## src/rtl/core/stt_pkg.sv

```systemverilog
// Shared opcodes and sizing constants for the software timer table.
package stt_pkg;

   localparam int DEFAULT_TIMER_SLOTS = 8;
   localparam int MaxResults = 8;
   localparam int OpcodeW = 3;
   localparam int SlotW = 3;
   localparam int WordW = 32;

   localparam logic [OpcodeW-1:0] OP_TICK       = 3'd0;
   localparam logic [OpcodeW-1:0] OP_REGISTER   = 3'd1;
   localparam logic [OpcodeW-1:0] OP_UNREGISTER = 3'd2;
   localparam logic [OpcodeW-1:0] OP_CLEAR      = 3'd3;
   localparam logic [OpcodeW-1:0] OP_PROCESS    = 3'd4;

   localparam logic STATUS_OK  = 1'b0;
   localparam logic STATUS_ERR = 1'b1;

endpackage

```

## src/rtl/core/stt_slot_mem.sv

```systemverilog
// Slot memory: one write port, one read port with registered read data.
module stt_slot_mem #(
   parameter int Depth = stt_pkg::DEFAULT_TIMER_SLOTS,
   parameter int AddrW = 3,
   parameter int DataW = 64
) (
   input  logic             clock,
   input  logic             wr_en,
   input  logic [AddrW-1:0] wr_addr,
   input  logic [DataW-1:0] wr_data,
   input  logic             rd_en,
   input  logic [AddrW-1:0] rd_addr,
   output logic [DataW-1:0] rd_data
);
   import stt_pkg::*;

   logic [DataW-1:0] mem_ff [Depth];
   logic [DataW-1:0] rd_data_ff;

   always_ff @(posedge clock) begin
      if (wr_en) begin
         mem_ff[wr_addr] <= wr_data;
      end
   end

   always_ff @(posedge clock) begin
      if (rd_en) begin
         rd_data_ff <= mem_ff[rd_addr];
      end
   end

   assign rd_data = rd_data_ff;

endmodule

```

## src/rtl/core/software_timer_table.sv

```systemverilog
// Software timer table top level: slot allocation and release, tick, and expiry scan.
//
// A command is taken when start is high and busy is low. Tick, unregister,
// clear and undefined opcodes finish in the accepting cycle and never raise
// busy; their single result appears on the following cycle. Register walks
// the active flags one slot per cycle from slot 0 and claims the lowest
// inactive slot. Process reads one slot per cycle through the single read
// port of the slot memory; it returns one result per expired slot (at most
// eight, the last one marked) or one "none fired" result. Results are shown
// for exactly one cycle under rsp_strobe and the receiver cannot stall them.
// Each slot keeps the millisecond stamp of its last restart, so a tick only
// advances the millisecond count and reset needs no pass over the memory.
module software_timer_table #(
   parameter int TimerSlots = stt_pkg::DEFAULT_TIMER_SLOTS
) (
   input  logic                        clock,
   input  logic                        reset,
   input  logic                        start,
   output logic                        busy,
   input  logic [stt_pkg::OpcodeW-1:0] req_opcode,
   input  logic [stt_pkg::WordW-1:0]   req_period,
   input  logic [stt_pkg::SlotW-1:0]   req_timer_id,
   input  logic [stt_pkg::WordW-1:0]   req_user_value,
   output logic                        rsp_strobe,
   output logic                        rsp_status,
   output logic [stt_pkg::SlotW-1:0]   rsp_slot,
   output logic                        rsp_fired,
   output logic [stt_pkg::WordW-1:0]   rsp_passed_value,
   output logic [stt_pkg::WordW-1:0]   rsp_ms_count,
   output logic                        rsp_last
);
   import stt_pkg::*;

   localparam int IdxW = (TimerSlots > 1) ? $clog2(TimerSlots) : 1;
   localparam int CntW = $clog2(TimerSlots + 1);
   localparam int FireW = $clog2(MaxResults + 1);
   localparam int MemW = 2 * WordW;

   localparam logic [1:0] ST_IDLE = 2'd0;
   localparam logic [1:0] ST_REG  = 2'd1;
   localparam logic [1:0] ST_PROC = 2'd2;

   logic [1:0]            state_ff, state_in;
   logic [TimerSlots-1:0] active_ff, active_in;
   logic [WordW-1:0]      ms_ff, ms_in;
   logic [WordW-1:0]      period_ff, period_in;
   logic [WordW-1:0]      uval_ff, uval_in;
   logic [IdxW-1:0]       reg_idx_ff, reg_idx_in;
   logic [CntW-1:0]       rd_cnt_ff, rd_cnt_in;
   logic                  eval_valid_ff, eval_valid_in;
   logic [IdxW-1:0]       eval_idx_ff, eval_idx_in;
   logic [FireW-1:0]      fire_cnt_ff, fire_cnt_in;
   logic                  pend_valid_ff, pend_valid_in;
   logic [IdxW-1:0]       pend_slot_ff, pend_slot_in;

   logic                  strobe_ff, strobe_in;
   logic                  status_ff, status_in;
   logic [SlotW-1:0]      slot_ff, slot_in;
   logic                  fired_ff, fired_in;
   logic [WordW-1:0]      passed_ff, passed_in;
   logic                  last_ff, last_in;

   logic                  mem_wr_en;
   logic [IdxW-1:0]       mem_wr_addr;
   logic [MemW-1:0]       mem_wr_data;
   logic                  mem_rd_en;
   logic [IdxW-1:0]       mem_rd_addr;
   logic [MemW-1:0]       mem_rd_data;

   logic                  accept;
   logic                  tid_ok;
   logic [IdxW-1:0]       tid_idx;
   logic [WordW-1:0]      rd_stamp;
   logic [WordW-1:0]      rd_period;
   logic [WordW-1:0]      elapsed;
   logic                  due;
   logic                  scan_done;

   stt_slot_mem #(
      .Depth (TimerSlots),
      .AddrW (IdxW),
      .DataW (MemW)
   ) u_slot_mem (
      .clock   (clock),
      .wr_en   (mem_wr_en),
      .wr_addr (mem_wr_addr),
      .wr_data (mem_wr_data),
      .rd_en   (mem_rd_en),
      .rd_addr (mem_rd_addr),
      .rd_data (mem_rd_data)
   );

   assign busy   = (state_ff != ST_IDLE);
   assign accept = start && !busy;

   assign tid_ok  = (32'(req_timer_id) < 32'(TimerSlots));
   assign tid_idx = IdxW'(req_timer_id);

   // Memory word: period in the upper half, restart stamp in the lower half.
   assign rd_period = mem_rd_data[MemW-1:WordW];
   assign rd_stamp  = mem_rd_data[WordW-1:0];
   assign elapsed   = ms_ff - rd_stamp;
   assign due       = active_ff[eval_idx_ff] && (elapsed >= rd_period);

   assign scan_done = (fire_cnt_ff == FireW'(MaxResults)) ||
                      ((rd_cnt_ff == CntW'(TimerSlots)) && !eval_valid_ff);

   always_comb begin
      state_in      = state_ff;
      active_in     = active_ff;
      ms_in         = ms_ff;
      period_in     = period_ff;
      uval_in       = uval_ff;
      reg_idx_in    = reg_idx_ff;
      rd_cnt_in     = rd_cnt_ff;
      eval_valid_in = 1'b0;
      eval_idx_in   = eval_idx_ff;
      fire_cnt_in   = fire_cnt_ff;
      pend_valid_in = pend_valid_ff;
      pend_slot_in  = pend_slot_ff;

      strobe_in = 1'b0;
      status_in = STATUS_OK;
      slot_in   = '0;
      fired_in  = 1'b0;
      passed_in = '0;
      last_in   = 1'b1;

      mem_wr_en   = 1'b0;
      mem_wr_addr = reg_idx_ff;
      mem_wr_data = {period_ff, ms_ff};
      mem_rd_en   = 1'b0;
      mem_rd_addr = rd_cnt_ff[IdxW-1:0];

      unique case (state_ff)
         ST_IDLE: begin
            if (accept) begin
               period_in = req_period;
               uval_in   = req_user_value;
               unique case (req_opcode)
                  OP_TICK: begin
                     ms_in     = ms_ff + 1'b1;
                     strobe_in = 1'b1;
                  end
                  OP_REGISTER: begin
                     reg_idx_in = '0;
                     state_in   = ST_REG;
                  end
                  OP_UNREGISTER: begin
                     strobe_in = 1'b1;
                     slot_in   = req_timer_id;
                     if (tid_ok && active_ff[tid_idx]) begin
                        active_in[tid_idx] = 1'b0;
                     end else begin
                        status_in = STATUS_ERR;
                     end
                  end
                  OP_CLEAR: begin
                     active_in = '0;
                     strobe_in = 1'b1;
                  end
                  OP_PROCESS: begin
                     rd_cnt_in     = '0;
                     fire_cnt_in   = '0;
                     pend_valid_in = 1'b0;
                     state_in      = ST_PROC;
                  end
                  default: begin
                     strobe_in = 1'b1;
                     status_in = STATUS_ERR;
                  end
               endcase
            end
         end
         ST_REG: begin
            // Claim the lowest inactive slot; restart its stamp now.
            if (!active_ff[reg_idx_ff]) begin
               active_in[reg_idx_ff] = 1'b1;
               mem_wr_en = 1'b1;
               strobe_in = 1'b1;
               slot_in   = SlotW'(reg_idx_ff);
               state_in  = ST_IDLE;
            end else if (reg_idx_ff == IdxW'(TimerSlots - 1)) begin
               strobe_in = 1'b1;
               status_in = STATUS_ERR;
               state_in  = ST_IDLE;
            end else begin
               reg_idx_in = reg_idx_ff + 1'b1;
            end
         end
         ST_PROC: begin
            if (scan_done) begin
               strobe_in = 1'b1;
               if (pend_valid_ff) begin
                  slot_in   = SlotW'(pend_slot_ff);
                  fired_in  = 1'b1;
                  passed_in = uval_ff;
               end
               state_in = ST_IDLE;
            end else begin
               if (rd_cnt_ff != CntW'(TimerSlots)) begin
                  mem_rd_en     = 1'b1;
                  rd_cnt_in     = rd_cnt_ff + 1'b1;
                  eval_valid_in = 1'b1;
                  eval_idx_in   = rd_cnt_ff[IdxW-1:0];
               end
               // Hold each fired slot until the next one fires or the scan ends, so the final beat can carry last.
               if (eval_valid_ff && due) begin
                  mem_wr_en     = 1'b1;
                  mem_wr_addr   = eval_idx_ff;
                  mem_wr_data   = {rd_period, ms_ff};
                  fire_cnt_in   = fire_cnt_ff + 1'b1;
                  pend_valid_in = 1'b1;
                  pend_slot_in  = eval_idx_ff;
                  if (pend_valid_ff) begin
                     strobe_in = 1'b1;
                     slot_in   = SlotW'(pend_slot_ff);
                     fired_in  = 1'b1;
                     passed_in = uval_ff;
                     last_in   = 1'b0;
                  end
               end
            end
         end
         default: begin
            state_in = ST_IDLE;
         end
      endcase
   end

   always_ff @(posedge clock) begin
      if (reset) begin
         state_ff      <= ST_IDLE;
         active_ff     <= '0;
         ms_ff         <= '0;
         strobe_ff     <= 1'b0;
         eval_valid_ff <= 1'b0;
         pend_valid_ff <= 1'b0;
         fire_cnt_ff   <= '0;
         rd_cnt_ff     <= '0;
      end else begin
         state_ff      <= state_in;
         active_ff     <= active_in;
         ms_ff         <= ms_in;
         strobe_ff     <= strobe_in;
         eval_valid_ff <= eval_valid_in;
         pend_valid_ff <= pend_valid_in;
         fire_cnt_ff   <= fire_cnt_in;
         rd_cnt_ff     <= rd_cnt_in;
      end
   end

   always_ff @(posedge clock) begin
      period_ff    <= period_in;
      uval_ff      <= uval_in;
      reg_idx_ff   <= reg_idx_in;
      eval_idx_ff  <= eval_idx_in;
      pend_slot_ff <= pend_slot_in;
      status_ff    <= status_in;
      slot_ff      <= slot_in;
      fired_ff     <= fired_in;
      passed_ff    <= passed_in;
      last_ff      <= last_in;
   end

   assign rsp_strobe       = strobe_ff;
   assign rsp_status       = status_ff;
   assign rsp_slot         = slot_ff;
   assign rsp_fired        = fired_ff;
   assign rsp_passed_value = passed_ff;
   assign rsp_ms_count     = ms_ff;
   assign rsp_last         = last_ff;

endmodule

```

## config.mk

```make
export PLATFORM = sky130hd
export DESIGN_NAME = software_timer_table
export DESIGN_NICKNAME = d
export VERILOG_FILES = /design/src/rtl/core/stt_pkg.sv /design/src/rtl/core/stt_slot_mem.sv /design/src/rtl/core/software_timer_table.sv
export SDC_FILE = /design/constraint.sdc
export NUM_CORES = 1
export LEC_CHECK = 0
export BUFFER_PORTS_ARGS = -buffer_cell sky130_fd_sc_hd__clkbuf_2
export CELL_PAD_IN_SITES_DETAIL_PLACEMENT = 0
export CELL_PAD_IN_SITES_GLOBAL_PLACEMENT = 1
export CORE_ASPECT_RATIO = 1.25
export CORE_UTILIZATION = 50
export CTS_BUF_LIST = sky130_fd_sc_hd__clkbuf_2 sky130_fd_sc_hd__clkbuf_4 sky130_fd_sc_hd__clkbuf_8
export DETAILED_ROUTE_END_ITERATION = 10
export PLACE_DENSITY_LB_ADDON = 0.1
export SYNTH_ARGS = -nofsm -noshare
export SYNTH_HDL_FRONTEND = slang
export SYNTH_SLANG_ARGS = --single-unit
```

## constraint.sdc

```tcl
create_clock -name clock -period 24 [get_ports clock]
set_input_delay 2.4 -clock clock [delete_from_list [all_inputs] [get_ports clock]]
set_output_delay 2.4 -clock clock [all_outputs]
set_load 0.05 [all_outputs]
```

Yosys cells after proc, flatten, opt, wreduce, memory -nomap -nowiden
Memory sizes are Yosys's and may differ from the RTL's. A register that Yosys moved wholly into a read port is not among the register bits.
Cells that the tools add are included.
{"block": "classes", "n_addsub": 5, "n_reduce_logical": 26, "magnitude_cmp": 6, "bitwise_logic": 6, "mux": 79, "eq_ne": 24}
{"cell": "64-bit 2-to-1 mux", "n": 3}
{"cell": "32-bit 2-to-1 mux", "n": 3}
{"cell": "3-bit 2-to-1 mux", "n": 13}
{"cell": "32-bit by 1-bit adder with 32-bit output (second input constant)", "n": 1}
{"cell": "32-bit greater-or-equal comparator", "n": 1}
{"cell": "8-bit case mux with 2 select lines", "n": 2}
{"cell": "32-bit subtractor", "n": 1}
{"cell": "1-bit 2-to-1 mux", "n": 29}
{"cell": "4-bit 2-to-1 mux", "n": 6}
{"cell": "8-bit 2-to-1 mux", "n": 3}
{"cell": "5-bit AND reduction", "n": 4}
{"cell": "2-bit != test (second input constant)", "n": 8}
{"cell": "4-bit case mux with 2 select lines", "n": 2}
{"cell": "3-bit by 4-bit < comparator with 1-bit output (second input constant)", "n": 3}
{"cell": "1-bit binary-select mux with 3-bit select", "n": 3}
{"cell": "3-bit case mux with 3 select lines", "n": 1}
{"cell": "3-bit AND reduction", "n": 3}
{"cell": "4-bit by 1-bit adder with 4-bit output (second input constant)", "n": 2}
{"cell": "8-bit bitwise AND", "n": 1}
{"cell": "4-bit equality test (second input constant)", "n": 2}
{"cell": "2-bit 2-to-1 mux", "n": 4}
{"cell": "8-bit NOT", "n": 1}
{"cell": "8-bit bitwise OR", "n": 1}
{"cell": "1-bit case mux with 2 select lines", "n": 4}
{"cell": "28 further kinds", "n": 45}
{"block": "word_totals", "input_bits": 73, "mem_bits_rw": 512, "n_memories": 1, "ff_bits": 164, "out_inout_bits": 72, "word_cells": 165}
{"memory": "u_slot_mem.mem_ff", "depth": 8, "word_bits": 64, "rd": 1, "rd_clocked_by_memory_dff": 1, "write_ports": 1, "line_no": "stt_slot_mem.sv:17", "rtl": "logic [DataW-1:0] mem_ff [Depth];"}

Longest topological paths before layout
{"block": "logic_depth", "depth_word": 10, "mapped_depth": 24, "mapped_depth_nobuf": 22}

Hierarchy
Synthesis repeated with hierarchy kept, for this count alone.
{"block": "unflattened", "hier_cells": 1760, "hier_area_um2": 30590.6}
{"mod": "stt_slot_mem", "instances": 1, "area_each_um2": 21187.8, "cells_each": 816, "seq_area_each_um2": 17296.6}
{"mod": "software_timer_table", "instances": 1, "area_each_um2": 9402.8, "cells_each": 944, "seq_area_each_um2": 4013.8}

Worst setup path before layout
No wires, ideal clock.
{"block": "synth_path", "path_kind": "flip-flop to flip-flop", "startpoint": "register ms_ff[0], in the netlist rsp_ms_count[0]", "endpoint": "memory u_slot_mem.mem_ff[7][0] (enable)", "t_arrival_ns": 8.779, "required_ns": 23.426, "stages_incl_launch_ff": 23, "synth_period_minus_slack_ns": 9.353, "slack_ns": 14.647, "path_cell_list": "dfxtp_1 > inv_1 > ha_1 > inv_1 > fa_1 > a21oi_1 > o21ai_0 > a211oi_2 > o311ai_2 > a2111oi_4 > nor3_2 > a211oi_2 > xnor2_1 > ha_1 > nand4_1 > nor4_1 > inv_1 > o221ai_1 > a31oi_1 > a211o_1 > buf_2 > clkbuf_1 > o21ai_0"}
{"block": "synth_via", "elab_chain_len": 9, "word_cells_on_any_way": 12, "classes_between": "1 x add/sub; 1 x order compare; 8 x mux; 2 x reduce/logical"}
{"element": "start, declared", "line_no": "software_timer_table.sv:45", "rtl": "logic [WordW-1:0] ms_ff, ms_in;"}
{"element": "start signal, assigned", "line_no": "software_timer_table.sv:244", "rtl": "ms_ff <= ms_in;"}
{"element": "32-bit subtractor *", "line_no": "software_timer_table.sv:102", "rtl": "assign elapsed = ms_ff - rd_stamp;"}
{"element": "32-bit greater-or-equal comparator *", "line_no": "software_timer_table.sv:103", "rtl": "assign due = active_ff[eval_idx_ff] && (elapsed >= rd_period);"}
{"element": "1-bit logical AND *", "line_no": "software_timer_table.sv:103"}
{"element": "1-bit logical AND *", "line_no": "software_timer_table.sv:208", "rtl": "if (eval_valid_ff && due) begin"}
{"element": "1-bit 2-to-1 mux", "line_no": "software_timer_table.sv:208"}
{"element": "1-bit 2-to-1 mux", "line_no": "software_timer_table.sv:192", "rtl": "if (scan_done) begin"}
{"element": "1-bit case mux with 2 select lines", "line_no": "software_timer_table.sv:135", "rtl": "unique case (state_ff)"}
{"element": "1-bit 2-to-1 mux", "line_no": "stt_slot_mem.sv:21", "rtl": "if (wr_en) begin"}
{"element": "1-bit 2-to-1 mux (not written as such)", "line_no": "stt_slot_mem.sv:22", "rtl": "mem_ff[wr_addr] <= wr_data;"}
{"element": "end, declared", "line_no": "stt_slot_mem.sv:17"}
Mark *: on every way between the ends. The rest lies on a longest branch, timed or not.

Worst setup path after layout
{"block": "layout_path", "startpoint": "register ms_ff[0], in the netlist rsp_ms_count[0]", "endpoint": "memory u_slot_mem.mem_ff[2][28] (enable)"}
The elaborated chain is that of the path after synthesis.

==> report_table.html <==
<table>
<tr><th>Metric</th><th>Value</th></tr>
<tr><th colspan="2">Power</th></tr>
<tr><td>Post-layout power</td><td>2.58 mW</td></tr>
<tr><td>Static power due to leakage</td><td>around 12 nW</td></tr>
<tr><td>Power density cells</td><td>~75 mW/mm^2</td></tr>
<tr><td>Largest voltage drop on the vdd net</td><td>~0.000044 V</td></tr>
<tr><th colspan="2">Global routing</th></tr>
<tr><td>Total overflow reported by the global router</td><td>0</td></tr>
<tr><td>M2 GR Usage</td><td>0.370</td></tr>
<tr><td>Number of global-route vias before repair</td><td>17000</td></tr>
<tr><td>GRT met1 Usage</td><td>0.280</td></tr>
<tr><td>Met3 track demand over resource in global routing</td><td>0.0408</td></tr>
<tr><td>Global-route wire length before repair</td><td>101000 microns</td></tr>
<tr><td>Most used routing layer</td><td>met2</td></tr>
<tr><td>Number of antenna violations at the first check in global routing</td><td>1</td></tr>
<tr><td>Overall track demand over capacity in global routing</td><td>0.220</td></tr>
<tr><td>Maximum number of pins on one net before global-route repair</td><td>63</td></tr>
<tr><th colspan="2">Floorplan</th></tr>
<tr><td>Core area</td><td>0.0598 sq mm</td></tr>
<tr><td>Die extent in x</td><td>223 microns</td></tr>
<tr><td>Initial Util</td><td>0.509</td></tr>
<tr><td>DIE HEIGHT</td><td>278 microns</td></tr>
<tr><td>Die ar.</td><td>slightly above 0.06 sq mm</td></tr>
<tr><td>Number of standard-cell rows in the floorplan</td><td>100</td></tr>
<tr><td>Top-level I/O count</td><td>145</td></tr>
<tr><th colspan="2">Min path</th></tr>
<tr><td>Path type of the worst min-delay path</td><td>reg -&gt; reg</td></tr>
<tr><td>End point of the worst hold path</td><td>rsp_passed_value[2]</td></tr>
<tr><td>Cell depth of the worst hold path</td><td>1</td></tr>
<tr><td>Startpoint of the worst hold path</td><td>uval_ff[2]</td></tr>
<tr><th colspan="2">Clocking</th></tr>
<tr><td>Buffer levels on the longest clock path</td><td>3</td></tr>
<tr><td>Number of instances resized during post-cts repair</td><td>0</td></tr>
<tr><td>Clock Pin Slew Worst Setup and Hold Paths</td><td>~60 ps</td></tr>
<tr><td>Number of buffers added by the clock tree synthesis step</td><td>114</td></tr>
<tr><td>Clock insertion delay at the later pin of the skew report</td><td>around 710 ps</td></tr>
<tr><td>CTS sink count</td><td>740</td></tr>
<tr><td>Hold-fix buffer count after cts</td><td>0</td></tr>
<tr><td>Clock tree root driver cell</td><td>clkbuf_8</td></tr>
<tr><td>H-tree level count</td><td>3</td></tr>
<tr><td>Clock tree from TritonCTS</td><td>done</td></tr>
<tr><td>Setup bufs post-CTS</td><td>0</td></tr>
<tr><th colspan="2">Final layout</th></tr>
<tr><td>Count of non-filler cells in the finished layout</td><td>2854</td></tr>
<tr><td>Layout Area Growth over Synthesis</td><td>12.7%</td></tr>
<tr><td>Area of all placed cells without fillers</td><td>0.0343 sq mm</td></tr>
<tr><td>Fill count</td><td>4739</td></tr>
<tr><td>Final cell utilization of the core</td><td>0.573</td></tr>
<tr><td>Fraction of layout cells with a size suffix above 1</td><td>0.280</td></tr>
<tr><td>Final-stage net count</td><td>2138</td></tr>
<tr><th colspan="2">Critical path</th></tr>
<tr><td>Worst reg2reg path depth</td><td>21</td></tr>
<tr><td>Arrival time worst endpoint</td><td>7300 ps</td></tr>
<tr><td>Path type of the worst setup path</td><td>reg -&gt; reg</td></tr>
<tr><td>Endpoint class of the critical path</td><td>flip-flop</td></tr>
<tr><td>Startpoint type of the worst setup path</td><td>flip-flop</td></tr>
<tr><td>Data required, critical path</td><td>around 24000 ps</td></tr>
<tr><td>Biggest fanout along the worst timing path</td><td>45</td></tr>
<tr><td>Reg-to-reg critical path endpoint</td><td>u_slot_mem.mem_ff[2][28]</td></tr>
<tr><td>Launch instance of the worst register-to-register path</td><td>rsp_ms_count[0]</td></tr>
<tr><td>Worst reg-to-reg setup slack</td><td>approximately 17000 ps</td></tr>
<tr><th colspan="2">Run status</th></tr>
<tr><td>Outcome</td><td>completed</td></tr>
<tr><th colspan="2">Timing</th></tr>
<tr><td>Setup repair after global routing missed its margin</td><td>false</td></tr>
<tr><td>Min Tclk post-route</td><td>6990 ps</td></tr>
<tr><td>Count of final setup violators</td><td>0</td></tr>
<tr><td>Fin. max-slew vios</td><td>0</td></tr>
<tr><td>Maximum clock frequency</td><td>143 MHz</td></tr>
<tr><td>Setup TNS after final layout</td><td>0 ps</td></tr>
<tr><td>Worst Skew</td><td>38.5 ps</td></tr>
<tr><td>Final critical-path share of the clock period</td><td>0.291</td></tr>
<tr><td>Worst rel slew slack</td><td>0.288</td></tr>
<tr><td>Hold violation total from the final report</td><td>0</td></tr>
<tr><td>Transition time of the tightest slew-check pin</td><td>1060 ps</td></tr>
<tr><th colspan="2">Route</th></tr>
<tr><td>Count of antenna-violating nets left after detailed routing</td><td>0</td></tr>
<tr><td>Length of the first detailed-routing pass in iterations</td><td>6</td></tr>
<tr><td>Via total after detailed routing</td><td>between 15000 and 20000</td></tr>
<tr><td>Via count normalized by instance count</td><td>5.63</td></tr>
<tr><td>Number of design-rule violations left by the first detailed-router iteration</td><td>1122</td></tr>
<tr><td>Drt wl/cell</td><td>23.3 microns</td></tr>
<tr><td>Residual DRC</td><td>0</td></tr>
<tr><td>Final wirelength</td><td>66500 microns</td></tr>
<tr><th colspan="2">Yosys</th></tr>
<tr><td>Cell area after technology mapping</td><td>0.0304 sq mm</td></tr>
<tr><td>Sequential fraction of the synthesis area</td><td>0.701</td></tr>
<tr><td>Yosys top cell by area</td><td>edfxtp_1</td></tr>
<tr><td>Number of flops mapped to enable cells by yosys</td><td>649</td></tr>
<tr><td>Cells after Synth</td><td>1809</td></tr>
<tr><td>Most common library cells after synthesis</td><td>edfxtp_1, mux4_2, dfxtp_1</td></tr>
<tr><td>Yosys warns</td><td>0</td></tr>
<tr><td>Most frequent cell after synthesis</td><td>edfxtp_1</td></tr>
<tr><td>Yosys cell types</td><td>66</td></tr>
<tr><td>Proportion of register bits with asynchronous set or reset after synthesis</td><td>0</td></tr>
<tr><td>Post-Syn Nets</td><td>1957</td></tr>
<tr><td>Largest cells by area after synthesis</td><td>edfxtp_1, mux4_2, dfxtp_1, ha_1, mux2_2</td></tr>
<tr><td>Yosys reg bits</td><td>740</td></tr>
<tr><td>Mean area per synthesized cell</td><td>16.8 sq um</td></tr>
<tr><td>Commonest register cell after synthesis</td><td>edfxtp_1</td></tr>
<tr><td>Area share of the largest cell type after synthesis</td><td>0.641</td></tr>
<tr><th colspan="2">Run</th></tr>
<tr><td>Max-cap check violation count</td><td>0</td></tr>
<tr><th colspan="2">Placement</th></tr>
<tr><td>Final weighted congestion in routability-driven placement</td><td>0.825</td></tr>
<tr><td>Post-place instance area</td><td>0.0318 sq mm</td></tr>
<tr><td>Number of buffers inserted by port buffering</td><td>144</td></tr>
<tr><td>Cell Count Post-Placement</td><td>2639</td></tr>
<tr><td>Post-DP HPWL</td><td>just over 40000 microns</td></tr>
</table>
-- placed cells by master (no fill, tap or decap), types with 4 or more instances in the layout --
cell type / instances
nor3_1: 13
nand2b_1: 6
inv_1: 89
a31oi_1: 5
o221ai_1: 5
dfxtp_1: 88
o21bai_1: 4
nand4_1: 16
edfxtp_1: 649
bufinv_16: 5
nand2_1: 85
clkbuf_8: 135
clkbuf_2: 144
or3_1: 12
a211oi_1: 6
clkbuf_4: 31
and2_1: 41
nor2b_1: 17
a21oi_1: 53
mux2_2: 69
ha_1: 74
and4_1: 6
and3b_1: 4
nand3_1: 37
a21o_1: 23
clkinv_1: 23
o21a_1: 7
mux4_2: 132
buf_4: 20
xor2_1: 26
nor3b_1: 4
nor2_1: 63
o31ai_1: 4
xnor2_1: 26
clkinv_2: 16
and3_1: 9
o21ai_4: 8
o21ai_0: 76
-- where the power goes --
part           leakage, nW  internal (mW)  total [mW]  switching [mW]
sequential            7.05           1.42        1.43         0.00593
clock                 1.29          0.612        1.09           0.474
combinational         4.04         0.0194      0.0730          0.0536
total                 12.4           2.05        2.58           0.534
-- final cells by class --
cell class,count,area (sq um),area share
antenna,3,7.51,0.000219
clock buffer,166,2090,0.0610
clock inverter,46,337,0.00982
inverter,91,342,0.00997
multi-input combinational,879,8350,0.244
sequential,740,21300,0.622
tap,765,957,0.0279
timing repair buffer,164,871,0.0254
-- registers in the layout, indices dropped and copies added, names as in the netlist, 2 cells and up --
register / cells
period_ff: 32
reg_idx_ff: 3
uval_ff: 32
rsp_ms_count: 32
rsp_slot: 3
rd_cnt_ff: 4
pend_slot_ff: 3
rsp_passed_value: 32
eval_idx_ff: 3
u_slot_mem.mem_ff: 512
u_slot_mem.rd_data: 64
active_ff: 8
fire_cnt_ff: 4
state_ff: 2
-- layer usage --
| layer | vias up | part of all wire |
|---|---|---|
| met1 | 8213 | 0.42 |
| met3 | 94 | 0.050 |
| met4 | 0 | 0.031 |
| met2 | 382 | 0.50 |
| li1 | 7365 | - |
| met5 | - | 0 |
-- kinds of logic (layout without fill, tap and decap cells) --
| family | Yosys count | after routing | synth area share |
|---|---|---|---|
| flops | 740 | 740 | 0.701 |
| buf+inv | 190 | 467 | 0.0284 |
| xor+xnor | 52 | 52 | 0.0150 |
| mux | 203 | 203 | 0.124 |
| compound gates | 224 | 224 | 0.0472 |
| fa+ha+maj | 75 | 75 | 0.0311 |
| other cells | 0 | 3 | 0 |
| simple gates | 325 | 325 | 0.0538 |
-- worst max-delay path: stages, from the launching register on --
cell	delay, ps
dfxtp_1	410
inv_1	140
ha_1	210
inv_1	70
fa_1	390
a21oi_1	200
o21ai_0	160
a211oi_2	370
o311ai_2	220
a2111oi_4	430
nor3_2	90
a211oi_2	230
xnor2_1	100
ha_1	290
nand4_1	170
nor4_1	470
inv_1	70
o221ai_1	210
a31oi_1	160
a211o_4	540
o21ai_4	800
buf_4	770
-- per-stage QoR --
step,setup WS (ps),hold slack (ps)
2_1_floorplan,14650,385
3_3_place_gp,17160,425
3_5_place_dp,17000,425
4_1_cts,16950,438
5_1_grt,16410,459
6_report,17010,436
-- worst max path at each step --
stage,to,startpoint,slack (ps)
4_1_cts,u_slot_mem.mem_ff[2][28],rsp_ms_count[0],16950
3_5_place_dp,u_slot_mem.mem_ff[2][25],rsp_ms_count[0],17000
5_1_grt,u_slot_mem.mem_ff[2][28],rsp_ms_count[0],16410
2_1_floorplan,u_slot_mem.mem_ff[7][0],rsp_ms_count[0],14650
3_3_place_gp,u_slot_mem.mem_ff[0][25],rsp_ms_count[0],17160
6_report,u_slot_mem.mem_ff[2][28],rsp_ms_count[0],17010
(Power assumes the default switching activity.)
